===== config.mk =====
export PLATFORM = sky130hd
export DESIGN_NAME = pit_fifo
export DESIGN_NICKNAME = d
export VERILOG_FILES = /design/src/hdl/assert_macros.svh /design/src/hdl/pit_pkg.sv /design/src/hdl/pit_fifo.sv
export SDC_FILE = /design/constraint.sdc
export NUM_CORES = 1
export LEC_CHECK = 0
export BUFFER_PORTS_ARGS = -buffer_cell sky130_fd_sc_hd__buf_2
export CELL_PAD_IN_SITES_DETAIL_PLACEMENT = 0
export CELL_PAD_IN_SITES_GLOBAL_PLACEMENT = 1
export CORE_MARGIN = 2
export CORE_UTILIZATION = 42
export DETAILED_ROUTE_END_ITERATION = 8
export PLACE_DENSITY = 0.81
export SLEW_MARGIN = 15
export SYNTH_ARGS = -nofsm -noshare
export SYNTH_HDL_FRONTEND = slang
export SYNTH_SLANG_ARGS = --single-unit

===== constraint.sdc =====
create_clock -name clk -period 6.4 [get_ports clk]
set_clock_uncertainty 0.15 [all_clocks]
set_input_delay 1.28 -clock clk [delete_from_list [all_inputs] [get_ports clk]]
set_output_delay 1.28 -clock clk [all_outputs]
set_load 0.02 [all_outputs]

===== src/hdl/assert_macros.svh =====
// Assertion macros shared by the prefix interning table RTL.
// Needs nothing else; include once per file that asserts.
`ifndef ASSERT_MACROS_SVH
`define ASSERT_MACROS_SVH

// Check that a condition implies another in the same cycle.
`define PIT_ASSERT_SAME(label, clk, rst_n, pre, post) \
  label: assert property (@(posedge clk) disable iff (!rst_n) (pre) |-> (post)) \
    else $error("pit same-cycle check failed");

// Check that a condition implies another in the next cycle.
`define PIT_ASSERT_NEXT(label, clk, rst_n, pre, post) \
  label: assert property (@(posedge clk) disable iff (!rst_n) (pre) |=> (post)) \
    else $error("pit next-cycle check failed");

`endif


===== src/hdl/pit_pkg.sv =====
// Shared types and constants for the prefix interning table.
// Used by pit_front, pit_fifo, pit_back and prefix_interning_table_top.
`default_nettype none

package pit_pkg;

  localparam int LEN_W     = 6;
  localparam int ADDR_W    = 32;
  localparam int QID_W     = 16;
  localparam int RID_W     = 16;
  localparam int STATUS_W  = 3;
  // Widest slot key: marker bit over the longest supported prefix
  localparam int KEY_MAX_W = 25;

  typedef enum logic [STATUS_W-1:0] {
    ST_EXISTING = 3'd0,
    ST_NEW      = 3'd1,
    ST_TOO_LONG = 3'd2,
    ST_FULL     = 3'd3,
    ST_UNKNOWN  = 3'd4
  } status_t;

  typedef enum logic [1:0] {
    OP_INTERN,
    OP_REVERSE,
    OP_TOO_LONG
  } op_t;

  typedef struct packed {
    op_t                  op;
    logic [KEY_MAX_W-1:0] key;
    logic [QID_W-1:0]     qid;
  } cmd_t;

  typedef enum logic [1:0] {
    BK_CLEAR,
    BK_IDLE,
    BK_EXEC,
    BK_SHIFT
  } bk_state_t;

endpackage

`default_nettype wire


===== src/hdl/pit_fifo.sv =====
// Two-entry command queue between the front end and the back end.
// Depends on pit_pkg for the command type.
`default_nettype none

module pit_fifo (
  input  wire logic          clk,
  input  wire logic          rst_n,
  input  wire logic          push,
  input  wire pit_pkg::cmd_t push_cmd,
  output logic               full,
  input  wire logic          pop,
  output pit_pkg::cmd_t      head,
  output logic               empty
);

  localparam int DEPTH = 2;

  pit_pkg::cmd_t entry_r [DEPTH];
  logic          wr_ptr_r, wr_ptr_nxt;
  logic          rd_ptr_r, rd_ptr_nxt;
  logic [1:0]    count_r, count_nxt;

  assign full  = count_r == 2'(DEPTH);
  assign empty = count_r == 2'd0;
  assign head  = entry_r[rd_ptr_r];

  // Advance pointers and occupancy
  always_comb begin
    wr_ptr_nxt = push ? !wr_ptr_r : wr_ptr_r;
    rd_ptr_nxt = pop  ? !rd_ptr_r : rd_ptr_r;
    count_nxt  = count_r;
    if (push && !pop) begin
      count_nxt = count_r + 2'd1;
    end else if (pop && !push) begin
      count_nxt = count_r - 2'd1;
    end
  end

  always_ff @(posedge clk) begin
    if (!rst_n) begin
      wr_ptr_r <= 1'b0;
      rd_ptr_r <= 1'b0;
      count_r  <= 2'd0;
    end else begin
      wr_ptr_r <= wr_ptr_nxt;
      rd_ptr_r <= rd_ptr_nxt;
      count_r  <= count_nxt;
    end
  end

  // Store the pushed word
  always_ff @(posedge clk) begin
    if (push) begin
      entry_r[wr_ptr_r] <= push_cmd;
    end
  end

endmodule

`default_nettype wire


==> flow_summary_export.csv, run 1 <==
group,metric,value,unit
detailed_routing,drt_iter0_drc,29,
logic_synthesis,yosys-mux-area-fraction,14.6,%
worst_setup_path,cp-end-kind,"output pin",
worst_hold_path,hold_depth,2,
placed_design,dpl.cell_count,345,
floorplanning,die_h,92.9,um
layout,drive_above_1_share,58.7,%
placed_design,hpwlAfterDp,3400,um
logic_synthesis,synth_most_common_cell,"edfxtp_1",
clocking,cts_setup_buffers,0,
worst_hold_path,min-delay-start,"count_r[1]$_SDFFE_PN0P_",
logic_synthesis,ys_seq_area_share,80.8,%
global_route,grt_pass1_wl,8290,um
worst_setup_path,reg2reg_depth,2,
detailed_routing,ant_nets,0,
detailed_routing,vias_per_cell,4.66,
sta,fin_crit_sh,53.2,%
worst_setup_path,reg2reg_from,"wr_ptr_r$_SDFFE_PN0P_",
sta,slew_headroom,30.7,%
floorplanning,ios,92,
run,cap_violations,0,
worst_hold_path,hp-class,"reg2reg",
clocking,cts.sinks,91,
logic_synthesis,avgSynthCellArea,21.3,um2
placed_design,finalWeightedCongestion,0.653,
logic_synthesis,yosys-top-cells-area,"edfxtp_1, mux2_2, dfxtp_1, buf_4, and2_1",
global_route,grt_overflow,0,
logic_synthesis,synth_cells,156,
layout,multi_input_area,608,um2
pwr,vdd_drop_max,0.000164,V
sta,fmax,294,MHz
sta,slew_violations,0,
detailed_routing,post_drt_wl_per_cell,14.9,um
worst_setup_path,reg2reg_slack,4.57,ns
worst_setup_path,worstPathArrival,1.97,ns
logic_synthesis,ys_ff_latch,91,
logic_synthesis,synth_top_family_by_area,"multiplexers",
status,status,"completed",
logic_synthesis,synth_compound_area_share,0.603,%
clocking,cts.clk_slew.worst_paths,0.08,ns
pwr,leakage,1.55,nW
sta,final.setup.tns,0,ns
worst_setup_path,cp_max_fo,43,
clocking,cts_tree,"built",
pwr,power.total,1.29,mW
clocking,clockRootBuffer,"clkbuf_8",
floorplanning,dieArea,0.00863,mm2
worst_setup_path,required,4.97,ns
sta,min_period,3.40,ns
clocking,cts_hold_buf,0,
logic_synthesis,yosys.cell_types.count,17,
detailed_routing,postRouteWirelength,5370,um
logic_synthesis,syn_nets,204,
logic_synthesis,netlist_area,0.00332,mm2
sta,holdWs,0.367,ns
worst_setup_path,startpoint_type,"register",
logic_synthesis,async_reset_ff_share,0,%
floorplanning,initial_core_util,43.2,%
global_route,track_usage,12.9,%
pwr,p_per_area,314,mW/mm2
layout,fin_cells,361,
logic_synthesis,synth_top_area_share,77.8,%
logic_synthesis,synthAdderAreaFrac,0.377,%
logic_synthesis,synth-edff-count,86,
detailed_routing,via_count,1682,
placed_design,portBuffers,91,
logic_synthesis,yosysTopAreaCell,"edfxtp_1",
global_route,antenna_found_initial,0,
clocking,clk_latency,0.34,ns
logic_synthesis,yosys.area_share.simple,1.70,%
clocking,post_cts_resized,0,
detailed_routing,first_pass_iters,4,
floorplanning,fp.dieW,92.9,um
logic_synthesis,synthXorXnorAreaFrac,0.791,%
sta,rsz0062_at_grt,"no",
layout,area_growth,24.0,%
sta,hold_viol,0,
floorplanning,core-area,0.00769,mm2
detailed_routing,drc,0,
layout,regArea,0.00268,mm2
layout,fin_nets,302,
clocking,cts_max_path_buffers,2,
clocking,cts_buffers,9,
logic_synthesis,synth_common_cells,"edfxtp_1, mux2_2, dfxtp_1",
floorplanning,std_cell_rows,32,
logic_synthesis,synthFlopType,"edfxtp_1",
logic_synthesis,yosys_warnings,0,
layout,fillers,646,
clocking,htree_levels,3,
global_route,grt_pass1_vias,1726,
global_route,grt_max_degree,44,
sta,worst_pin_slew,1.04,ns
worst_setup_path,worst-setup-path-type,"reg2out",
sta,report.final.setup_viol,0,
layout,antenna-diode-count,0,
kinds of logic (layout without fill, tap and decap cells):
group                    Yosys count  in the layout
flip-flops                        91             91
multiplexers                      43             43
AND/OR/NAND/NOR                    9              9
buffers and inverters              6            109
AO/OA/AOI/OAI                      3              3
XOR/XNOR                           3              3
adder cells (fa/ha/maj)            1              1
area by class of cell:
cell class	instances	area share, %
Clock buffer	11	3.19
Clock inverter	5	2.46
Inverter	1	0.0911
Multi-Input combinational cell	59	14.8
Sequential cell	91	65.2
Tap cell	102	3.10
Timing Repair Buffer	92	11.2
per-stage QoR:
step	worst slack (ns)	util (%)	area, um2
6_report	3.00	53.6	4120
5_1_grt	2.85	53.6	4120
4_1_cts	2.92	53.6	4120
3_5_place_dp	3.31	50.6	3890
3_3_place_gp	3.31	50.6	3890
2_1_floorplan	2.57	-	3320
state kept, by name, indices dropped and copies added (netlist names), named ones only:
signal / count
count_r: 2
entry_r: 86
rd_ptr_r: 1
wr_ptr_r: 1
worst paths after layout:
check / end
worst max register to register: entry_r[0][39]$_DFFE_PP_
worst max-delay path: head[34]
worst min register to register: count_r[1]$_SDFFE_PN0P_
worst min-delay path: count_r[1]$_SDFFE_PN0P_
placed cells by master, fill, tap and decap left out, types with 2 or more instances in the layout:
cell / Yosys / routed
clkbuf_8: 0 / 9
clkbuf_1: 0 / 2
xor2_1: 2 / 2
mux2_2: 43 / 43
buf_2: 1 / 91
edfxtp_1: 86 / 86
dfxtp_1: 5 / 4
bufinv_16: 0 / 3
and2_1: 4 / 3
power breakdown:
part | leakage [nW] | switching (mW) | internal [mW] | total (mW)
Combinational | 0.588 | 0.0797 | 0.0651 | 0.145
Sequential | 0.849 | 0.0189 | 0.686 | 0.705
Clock | 0.111 | 0.184 | 0.258 | 0.443
critical path, cell delays in order, from the launching register on:
cell and delay [ns]:
dfxtp_2 1.02, mux2_2 0.44, buf_2 0.16
layer usage:
metal / routed length (um) / track usage, %
met1: 2300 / 15.0
met2: 2710 / 21.6
met3: 306 / 4.15
met4: 65 / 6.25
met5: 0 / 0
No activity file was read; power rests on OpenSTA's default activity.
==> run 2: changes to the inputs <==
clock period = 3.3 ns   (was 6.4 ns; I/O delays follow)
==> run 2 against run 1 <==
Net effect:
- count of clock-buffer cells in the layout decreased by 1
- critical path depth grew 1
- cell area about the same
- global-route usage is 0.34 points lower
- non-clock buffer count increased by 2
- highest routed layer unchanged
- largest cell class unchanged
- sequential share of layout area about the same
- die area unchanged
==> flow_summary_export.csv, run 2 (same netlist as run 1, synthesis figures left out) <==
group,metric,value,unit
layout,postLayoutCoreUtil,53.6,%
clocking,cts_setup_buffers,0,
clocking,cts_hold_buf,0,
worst_setup_path,reg2reg_depth,2,
detailed_routing,post_drt_wl_per_cell,14.5,um
status,status,"completed",
sta,fin_crit_sh,77.7,%
detailed_routing,postRouteWirelength,5250,um
clocking,cts.sinks,91,
layout,top_register,"entry_r",
worst_hold_path,hp-class,"in2reg",
floorplanning,die_h,92.9,um
worst_hold_path,hold_depth,1,
detailed_routing,via_count,1706,
detailed_routing,drt_iter0_drc,59,
layout,reg.largest.list,"entry_r (86), count_r (2)",
global_route,grt_max_degree,45,
clocking,cts_buffers,9,
placed_design,finalWeightedCongestion,0.660,
sta,report.final.setup_viol,0,
detailed_routing,vias_per_cell,4.71,
layout,area_growth,24.1,%
global_route,track_usage,12.6,%
clocking,htree_levels,3,
worst_setup_path,worst-setup-path-type,"reg2out",
layout,drive_above_1_share,59.2,%
detailed_routing,drc,0,
worst_setup_path,cp_max_fo,25,
layout,fin_nets,304,
placed_design,dpl.cell_count,347,
clocking,cts_tree,"built",
global_route,grt_pass1_wl,8070,um
layout,final_common_cell,"buf_2",
sta,rsz0062_at_grt,"no",
worst_setup_path,worstPathArrival,1.75,ns
sta,min_period,2.56,ns
clocking,cts_max_path_buffers,2,
pwr,vdd_drop_max,0.000333,V
layout,layout_common_cells,"buf_2, edfxtp_1, mux2_2",
floorplanning,std_cell_rows,32,
detailed_routing,ant_nets,0,
run,cap_violations,0,
detailed_routing,first_pass_iters,4,
sta,final.setup.tns,0,ns
global_route,antenna_found_initial,0,
worst_setup_path,startpoint_type,"register",
worst_setup_path,required,2.49,ns
floorplanning,dieArea,0.00863,mm2
clocking,clk_latency,0.34,ns
pwr,p_per_area,587,mW/mm2
sta,worst_pin_slew,0.584,ns
clocking,post_cts_resized,0,
sta,slew_violations,0,
clocking,cts.clk_slew.worst_paths,0.08,ns
sta,slew_headroom,61.1,%
sta,fmax,390,MHz
pwr,leakage,1.55,nW
layout,antenna-diode-count,0,
layout,largest_reg_flops,86,
floorplanning,ios,92,
placed_design,portBuffers,91,
floorplanning,fp.dieW,92.9,um
global_route,grt_pass1_vias,1742,
worst_setup_path,cp-end-kind,"output pin",
global_route,grt_overflow,0,
placed_design,hpwlAfterDp,3470,um
floorplanning,core-area,0.00769,mm2
clocking,clockRootBuffer,"clkbuf_8",
layout,fin_cells,362,
floorplanning,initial_core_util,43.2,%
sta,hold_viol,0,
run 2: worst max-delay path, cell delays in order (launching register included):
cell	delay (ns)
dfxtp_2	0.63
buf_12	0.26
mux2_2	0.36
buf_2	0.16
run 2: through the flow:
stage          hold WS, ns  instance area (um2)  power (mW)  worst slack, ns
3_5_place_dp         0.340                 3910        1.69             1.06
3_3_place_gp         0.336                 3910        1.68             1.06
4_1_cts              0.329                 4120        2.45            0.679
5_1_grt              0.330                 4120        2.51            0.620
2_1_floorplan        0.316                 3320        1.57           0.0919
6_report             0.351                 4120        2.42            0.736
run 2: path summary, 6_finish.rpt:
kind                                 from                        to  slack [ns]
setup / recovery                 register                  head[14]        0.74
hold / removal               push_cmd[19]  entry_r[1][19]$_DFFE_PP_        0.35
setup reg to reg    wr_ptr_r$_SDFFE_PN0P_  entry_r[1][17]$_DFFE_PP_        1.56
hold reg to reg   count_r[1]$_SDFFE_PN0P_   count_r[1]$_SDFFE_PN0P_        0.36
run 2: where the power goes:
group / switching [mW] / total (mW) / internal (mW)
sequential: 0.0247 / 1.36 / 1.33
combinational: 0.167 / 0.298 / 0.131
clock: 0.345 / 0.765 / 0.420
run 2: area by class of cell:
cell class                      count  area, um2
Tap cell                          102        128
Multi-Input combinational cell     59        608
Clock inverter                      5       78.8
Fill cell                         653       3570
Sequential cell                    91       2680
Clock buffer                       10        128
Timing Repair Buffer               94        490
Inverter                            1       3.75
run 2: per-layer routing:
| layer | GRT usage (%) | vias up | part of all wire, % |
|---|---|---|---|
| met5 | 0 | - | 0 |
| met4 | 6.62 | 0 | 1.9 |
| met3 | 3.42 | 11 | 6.3 |
| met2 | 21.3 | 57 | 50 |
| met1 | 14.6 | 835 | 42 |
| li1 | - | 803 | - |
