**src/hdl/assert_macros.svh**
```systemverilog
// Assertion macros shared by the prefix interning table RTL.
// Needs nothing else; include once per file that asserts.
`ifndef ASSERT_MACROS_SVH
`define ASSERT_MACROS_SVH

// Check that a condition implies another in the same cycle.
`define PIT_ASSERT_SAME(label, clk, rst_n, pre, post) \
  label: assert property (@(posedge clk) disable iff (!rst_n) (pre) |-> (post)) \
    else $error("pit same-cycle check failed");

// Check that a condition implies another in the next cycle.
`define PIT_ASSERT_NEXT(label, clk, rst_n, pre, post) \
  label: assert property (@(posedge clk) disable iff (!rst_n) (pre) |=> (post)) \
    else $error("pit next-cycle check failed");

`endif

```
**src/hdl/pit_pkg.sv**
```systemverilog
// Shared types and constants for the prefix interning table.
// Used by pit_front, pit_fifo, pit_back and prefix_interning_table_top.
`default_nettype none

package pit_pkg;

  localparam int LEN_W     = 6;
  localparam int ADDR_W    = 32;
  localparam int QID_W     = 16;
  localparam int RID_W     = 16;
  localparam int STATUS_W  = 3;
  // Widest slot key: marker bit over the longest supported prefix
  localparam int KEY_MAX_W = 25;

  typedef enum logic [STATUS_W-1:0] {
    ST_EXISTING = 3'd0,
    ST_NEW      = 3'd1,
    ST_TOO_LONG = 3'd2,
    ST_FULL     = 3'd3,
    ST_UNKNOWN  = 3'd4
  } status_t;

  typedef enum logic [1:0] {
    OP_INTERN,
    OP_REVERSE,
    OP_TOO_LONG
  } op_t;

  typedef struct packed {
    op_t                  op;
    logic [KEY_MAX_W-1:0] key;
    logic [QID_W-1:0]     qid;
  } cmd_t;

  typedef enum logic [1:0] {
    BK_CLEAR,
    BK_IDLE,
    BK_EXEC,
    BK_SHIFT
  } bk_state_t;

endpackage

`default_nettype wire

```
**src/hdl/pit_front.sv**
```systemverilog
// Front end: accepts input words, classifies them and builds slot keys.
// Depends on pit_pkg; feeds the command queue (pit_fifo).
`default_nettype none

module pit_front #(
  parameter int MAX_LEN = 16
) (
  input  wire logic                        in_valid,
  output logic                             in_ready,
  input  wire logic                        in_kind,
  input  wire logic [pit_pkg::LEN_W-1:0]   in_prefix_len,
  input  wire logic [pit_pkg::ADDR_W-1:0]  in_address,
  input  wire logic [pit_pkg::QID_W-1:0]   in_query_id,
  input  wire logic                        fifo_full,
  input  wire logic                        clearing,
  output logic                             push,
  output pit_pkg::cmd_t                    push_cmd
);

  logic [pit_pkg::LEN_W-1:0]  shamt;
  logic [pit_pkg::ADDR_W:0]   marked;
  logic                       too_long;

  // Take a word only when the queue has room and the slot store is usable
  assign in_ready = !fifo_full && !clearing;
  assign push     = in_valid && in_ready;

  // Build the key: marker 1 above the top prefix_len bits of the address
  assign too_long = in_prefix_len > pit_pkg::LEN_W'(MAX_LEN);
  assign shamt    = pit_pkg::LEN_W'(pit_pkg::ADDR_W) - in_prefix_len;
  assign marked   = {1'b1, in_address} >> shamt;

  // Classify the word
  always_comb begin
    push_cmd.key = marked[pit_pkg::KEY_MAX_W-1:0];
    push_cmd.qid = in_query_id;
    if (in_kind) begin
      push_cmd.op = pit_pkg::OP_REVERSE;
    end else if (too_long) begin
      push_cmd.op = pit_pkg::OP_TOO_LONG;
    end else begin
      push_cmd.op = pit_pkg::OP_INTERN;
    end
  end

endmodule

`default_nettype wire

```
**config.mk**
```make
export PLATFORM = sky130hd
export DESIGN_NAME = pit_front
export DESIGN_NICKNAME = d
export VERILOG_FILES = /design/src/hdl/assert_macros.svh /design/src/hdl/pit_pkg.sv /design/src/hdl/pit_front.sv
export SDC_FILE = /design/constraint.sdc
export NUM_CORES = 1
export LEC_CHECK = 0
export BUFFER_PORTS_ARGS = -buffer_cell sky130_fd_sc_hd__buf_2
export CAP_MARGIN = 10
export CORE_MARGIN = 5
export CORE_UTILIZATION = 40
export DETAILED_ROUTE_END_ITERATION = 10
export PLACE_DENSITY = 0.68
export SLEW_MARGIN = 20
export SYNTH_ARGS = -nofsm -noshare
export SYNTH_HDL_FRONTEND = slang
export SYNTH_SLANG_ARGS = --single-unit
```
**constraint.sdc**
```tcl
create_clock -name vclk -period 6.23
set_input_delay 1.5575 -clock vclk [all_inputs]
set_output_delay 1.5575 -clock vclk [all_outputs]
set_load 0.05 [all_outputs]
```
==> results of run 1 <==
final cells by class:
class              instances  area, um^2
fillers                  530        2755
inverters                  5       18.77
multi-input cells        191        1858
well taps                 70       87.58
repair buffers            78       420.4
cells by family (layout without fill, tap and decap cells):
group / after synthesis / in the layout
adders and majority gates: 2 / 2
AOI/OAI and AO/OA: 43 / 43
xor gates and xnor gates: 3 / 3
and+or+nand+nor: 77 / 77
muxes: 66 / 66
buffers and inverters: 40 / 83
Yosys cell counts (all sizes together), types with 3 or more instances:
| cell type | n |
|---|---|
| nor2 | 18 |
| clkbuf | 5 |
| mux2i | 21 |
| a31oi | 4 |
| o21ai | 4 |
| xnor2 | 3 |
| nand3 | 6 |
| mux2 | 10 |
| a211oi | 3 |
| inv | 5 |
| and3 | 4 |
| a21oi | 15 |
| mux4 | 35 |
| nand2 | 36 |
| buf | 30 |
power by group through the flow:
stage	Sequential (W)	Clock (W)	Combinational [W]
after floorplan	0	0	0.000282
after detailed placement	0	0	0.000331
after global routing	0	0	0.000354
after global placement	0	0	0.000331
after CTS	0	0	0.000332
final	0	0	0.000333
routing by layer:
metal / global-route usage [%] / share of wire [%] / up-vias / wire length, um
met3: 1.485 / 9.0 / 10 / 550
met1: 24.40 / 42 / 1032 / 2542
met5: 0 / 0 / - / 0
met2: 29.30 / 49 / 125 / 2978
li1: - / - / 973 / -
met4: 1.634 / 0.87 / 0 / 53
worst min path at each step:
| stage | start | end | slack (ns) | cells after the start |
|---|---|---|---|---|
| CTS | in_query_id[13] | push_cmd[13] | 3.12 | 0 |
| floorplan | in_query_id[0] | push_cmd[0] | 3.28 | 1 |
| global placement | in_query_id[13] | push_cmd[13] | 3.12 | 0 |
| global route | in_query_id[10] | push_cmd[10] | 3.12 | 0 |
| finish | in_query_id[0] | push_cmd[0] | 3.12 | 0 |
| detailed placement | in_query_id[13] | push_cmd[13] | 3.12 | 0 |
stage by stage:
stage	hold WS, ns	area, um^2	std cells	worst slack, ns
2_1_floorplan	3.282	2121	231	0.2553
5_1_grt	3.115	2385	344	0.5636
3_5_place_dp	3.115	2385	344	0.7400
4_1_cts	3.115	2385	344	0.7336
6_report	3.115	2385	344	0.7342
3_3_place_gp	3.115	2385	344	0.7697
==> summary.txt, run 1 <==
Floorplan
  • Area of the core: slightly above 0.005 mm^2
  • Core Rows: 26
  • I/O Pins: about 100
  • Die width: 82.82 um
  • Initial Util: roughly two fifths
  • Die extent in y: 82.82 um
  • Die area: a little under 0.007 mm^2

Setup path
  • CP Capture Type: primary output
  • Worst Setup EP: push_cmd[16]
  • Worst Path Max Fanout: 36
  • Worst EP arrival: a little under 4 ns
  • Critical path class: primary input to primary output
  • CP delay by family, top: multiplexers
  • CP max stage delay: 0.55 ns
  • Startpoint Class: primary input
  • Critical Path RT: around 4.7 ns
  • Worst setup startpoint: in_prefix_len[0]
  • Total stage count of the critical path: 9
  • Worst Path Buf+Inv: 4
  • Crit path cell chain: buf_2 -> inv_2 -> ha_1 -> buf_12 -> mux4_2 -> mux4_2 -> mux2i_1 -> o21ai_1 -> buf_2
  • Critical Path Slowest Stage Cell: mux4_2

Clock tree
  • Hold buffers post-CTS: 0
  • Setup repair bufs after CTS: 0
  • Post-CTS Resized: 0

Yosys
  • YS warnings: 0
  • Synth Area in Compound Gates: between 10 and 15%
  • Post-synthesis mux area share: ~53%
  • Cell area after synthesis: between 0.002 and 0.0025 mm^2
  • Largest family of logic cells by synthesized area: multiplexers
  • Cell count after synthesis: between 200 and 250
  • Adder-Cell Fraction of Synth Area: ~1.2%
  • Cell taking the most area after synthesis: mux4_2
  • Mapped Avg Cell Area: 9.181 um^2
  • Sequential area share after synthesis: 0%
  • Unique masters post-synth: 50
  • Xor/xnor share of the synthesized area: under 10%
  • Synth Net Count: roughly 290
  • Share of the synthesized area in the top cell type: about 36%
  • Synth area leaders: mux4_2 (36%), mux2i_1 (9.9%), buf_4 (6.7%)
  • Synth Area in Simple Gates: around 18%

Timing
  • Final period util: 88.22%
  • Minimum clock period: 5.496 ns
  • RSZ-0062 raised after global routing: no
  • FMAX: around 180 MHz
  • Slew @ Worst Pin: 0.9506 ns
  • Final-report max-slew violation count: 0
  • Final Hold Vio Count: 0
  • TNS Setup: 0 ns
  • Setup-failing EPs final: 0
  • Relative slew margins: 36.39%

Drt
  • Drt first pass iters: 5
  • Post-DR wirelength/cell: 17.80 um
  • Vias/cell: slightly above 6
  • Drt initial violations: roughly 180
  • Post-Route WL: between 6 and 7 mm
  • DRC errors left: 0
  • Routed vias: roughly 2100
  • Final ANT Viol Nets: 0

Global route
  • Vias in the first global route: roughly 2000
  • Initial antenna violation count: 0
  • Largest net degree at the start of global routing: 37
  • First-pass GRT wire length: roughly 10 mm
  • Grt total ovfl: 0
  • GRT Util Overall: between 15 and 20%

Pwr
  • Leak: between 1 and 1.5 nW
  • Clk network pwr share: 0%
  • Combinational share of power: 100.0%
  • Int Pwr: around 0.00013 W
  • Sw power: approximately 0.0002 W
  • VDD IR-drop max: 0.06954 mV
  • Power share of the sequential group: 0%
  • P per Cell Area: around 140 mW/mm^2
  • Sw frac: 60.72%
  • Power, Total: between 0.0003 and 0.0004 W

Placed design
  • DP Wirelength: 4.992 mm
  • RePlAce Congestion: between 0.9 and 1
  • PortBufs: 71

Hold path
  • Min-Delay Path Class: primary input to primary output

Outcome
  • Outcome: finished, final reports clean

Cells and area
  • Most common cell after layout, fill and taps aside: buf_2
  • Most frequent cells in the layout: buf_2 (71), nand2_1 (35), mux4_2 (34)
  • Final Util: approximately 46%
  • Register area: 0 um^2
  • Synthesis-to-layout area growth: 12.45%
  • Clock buffer count: 0
  • Nets: between 300 and 400
  • Layout cells sized above 1: between 40 and 50%
  • Number of sequential cells: 0
  • N_diodes: 0

Flow run
  • MaxCap Viol Count: 0
Power figures use the tool's default switching activity.
==> run 2: changes to the inputs <==
Settings changed: CORE_UTILIZATION 40 to 35, PLACE_DENSITY 0.68 to 0.61.
==> run 2 against run 1 <==
Effect of this change: fmax shrank 3.2%; sequential share of layout area did not move; highest routed layer unchanged; clock-buffer cell count unchanged; critical path type unchanged; utilization down 6.2 points; setup slack lost 0.18 ns; combinational power about the same; flip-flop and latch count stayed put; via count decreased by 1.6%; total power rose by 0.64%; critical path depth up 1.
==> summary.txt, run 2 (synthesis results as in run 1) <==
Outcome
  • Outcome: finished, final reports clean (unchanged)

Cells and area
  • Final Util: 40.17% (was 46.40%)
  • Most common cell after layout, fill and taps aside: buf_2 (unchanged)
  • Synthesis-to-layout area growth: 12.15% (was 12.45%)
  • N_diodes: 0 (unchanged)
  • Most frequent cells in the layout: buf_2 (71), nand2_1 (35), mux4_2 (34) (unchanged)
  • Clock buffer count: 0 (unchanged)
  • Number of sequential cells: 0 (unchanged)
  • Nets: 336 (unchanged)
  • Register area: 0 um^2 (unchanged)
  • Layout cells sized above 1: 48.91% (unchanged)

Global route
  • GRT Util Overall: 16.86% (was 17.12%)
  • Vias in the first global route: 2092 (was 2006)
  • Largest net degree at the start of global routing: 35 (was 37)
  • Initial antenna violation count: 0 (unchanged)
  • Grt total ovfl: 0 (unchanged)
  • First-pass GRT wire length: 10.57 mm (was 10.17 mm)

Timing
  • FMAX: 176.2 MHz (was 182.0 MHz)
  • Relative slew margins: 39.39% (was 36.39%)
  • Slew @ Worst Pin: 0.9058 ns (was 0.9506 ns)
  • Final period util: 91.09% (was 88.22%)
  • Final-report max-slew violation count: 0 (unchanged)
  • RSZ-0062 raised after global routing: no (unchanged)
  • Minimum clock period: 5.675 ns (was 5.496 ns)
  • Final Hold Vio Count: 0 (unchanged)
  • TNS Setup: 0 ns (unchanged)
  • Setup-failing EPs final: 0 (unchanged)

Drt
  • Vias/cell: 6.034 (was 6.221)
  • Drt first pass iters: 4 (was 5)
  • Routed vias: 2106 (was 2140)
  • Post-Route WL: 6.529 mm (was 6.124 mm)
  • Post-DR wirelength/cell: 18.71 um (was 17.80 um)
  • Final ANT Viol Nets: 0 (unchanged)
  • DRC errors left: 0 (unchanged)
  • Drt initial violations: 211 (was 179)

Floorplan
  • Die area: 0.007716 mm^2 (was 0.006858 mm^2)
  • Core Rows: 28 (was 26)
  • I/O Pins: 103 (unchanged)
  • Die width: 87.84 um (was 82.82 um)
  • Area of the core: 0.005921 mm^2 (was 0.005140 mm^2)
  • Die extent in y: 87.84 um (was 82.82 um)
  • Initial Util: 35.82% (was 41.26%)

Setup path
  • Critical path class: primary input to primary output (unchanged)
  • CP Capture Type: primary output (unchanged)
  • CP most frequent cell: mux2i_1
  • Worst Path Max Fanout: 31 (was 36)
  • Worst EP arrival: 4.12 ns (was 3.94 ns)
  • Critical Path RT: 4.67 ns (about the same)
  • Critical Path Slowest Stage Cell: mux2i_1 (was mux4_2)
  • Startpoint Class: primary input (unchanged)
  • CP max stage delay: 0.46 ns (was 0.55 ns)
  • Crit path cell chain: buf_2 -> inv_2 -> ha_1 -> buf_4 -> mux2i_1 -> mux2i_1 -> mux2i_1 -> a32o_1 -> nor4_2 -> buf_2 (was buf_2 -> inv_2 -> ha_1 -> buf_12 -> mux4_2 -> mux4_2 -> mux2i_1 -> o21ai_1 -> buf_2)

Pwr
  • Leak: 1.032 nW (was 1.036 nW)
  • Sw power: 0.0002058 W (was 0.0002021 W)
  • Int Pwr: 0.0001293 W (was 0.0001308 W)
  • Combinational share of power: 100.0% (about the same)
  • Sw frac: 61.41% (was 60.72%)
  • P per Cell Area: 140.9 mW/mm^2 (was 139.6 mW/mm^2)
  • VDD IR-drop max: 0.05517 mV (was 0.06954 mV)
  • Clk network pwr share: 0% (about the same)
  • Power share of the sequential group: 0% (about the same)

Flow run
  • MaxCap Viol Count: 0 (unchanged)

Clock tree
  • Hold buffers post-CTS: 0 (unchanged)
  • Post-CTS Resized: 0 (unchanged)
  • Setup repair bufs after CTS: 0 (unchanged)

Placed design
  • DP Wirelength: 5.352 mm (was 4.992 mm)
  • RePlAce Congestion: 0.9040 (was 0.9269)
  • PortBufs: 71 (unchanged)

Hold path
  • Min-Delay Path Class: primary input to primary output (unchanged)
[run 2: final cells by class]
cell class / instances / area [um^2]
multi-input combinational: 191 / 1858
timing repair buffer: 78 / 407.9
tap: 75 / 93.84
fill: 611 / 3542
inverter: 5 / 18.77
[run 2: path summary, 6_finish.rpt]
| check | startpoint | endpoint | depth (start not counted) |
|---|---|---|---|
| min | in_query_id[0] | push_cmd[0] | 0 |
| max | in_prefix_len[0] | push_cmd[17] | 10 |
[run 2: per-layer routing]
metal | global-route usage [%] | up-vias | part of all wire [%]
met5 | 0 | - | 0
met4 | 4.045 | 0 | 1.9
met3 | 1.693 | 14 | 8.7
met2 | 25.96 | 96 | 46
met1 | 25.33 | 1020 | 44
li1 | - | 976 | -
[run 2: power by group through the flow]
stage	clock network (W)	logic (W)	registers [W]
after floorplan	0	0.000282	0
after global placement	0	0.000332	0
after detailed placement	0	0.000333	0
after CTS	0	0.000335	0
after global routing	0	0.000359	0
final	0	0.000335	0
[run 2: critical path, delay by kind of cell]
family | cells | cell delay [ns]
buffers and inverters | 4 | 0.93
multiplexers | 3 | 0.83
AO/OA/AOI/OAI | 1 | 0.25
adder cells (fa/ha/maj) | 1 | 0.29
AND/OR/NAND/NOR | 1 | 0.25
[run 2: stage by stage]
step / total power (W) / instance area [um^2] / hold slack (ns) / cells / worst slack (ns)
floorplan: 0.0002818 / 2121 / 3.282 / 231 / 0.2553
CTS: 0.0003345 / 2379 / 3.115 / 349 / 0.5776
finish: 0.0003351 / 2379 / 3.115 / 349 / 0.5553
global placement: 0.0003322 / 2379 / 3.115 / 349 / 0.6486
global route: 0.0003588 / 2379 / 3.115 / 349 / 0.3399
detailed placement: 0.0003334 / 2379 / 3.115 / 349 / 0.5944
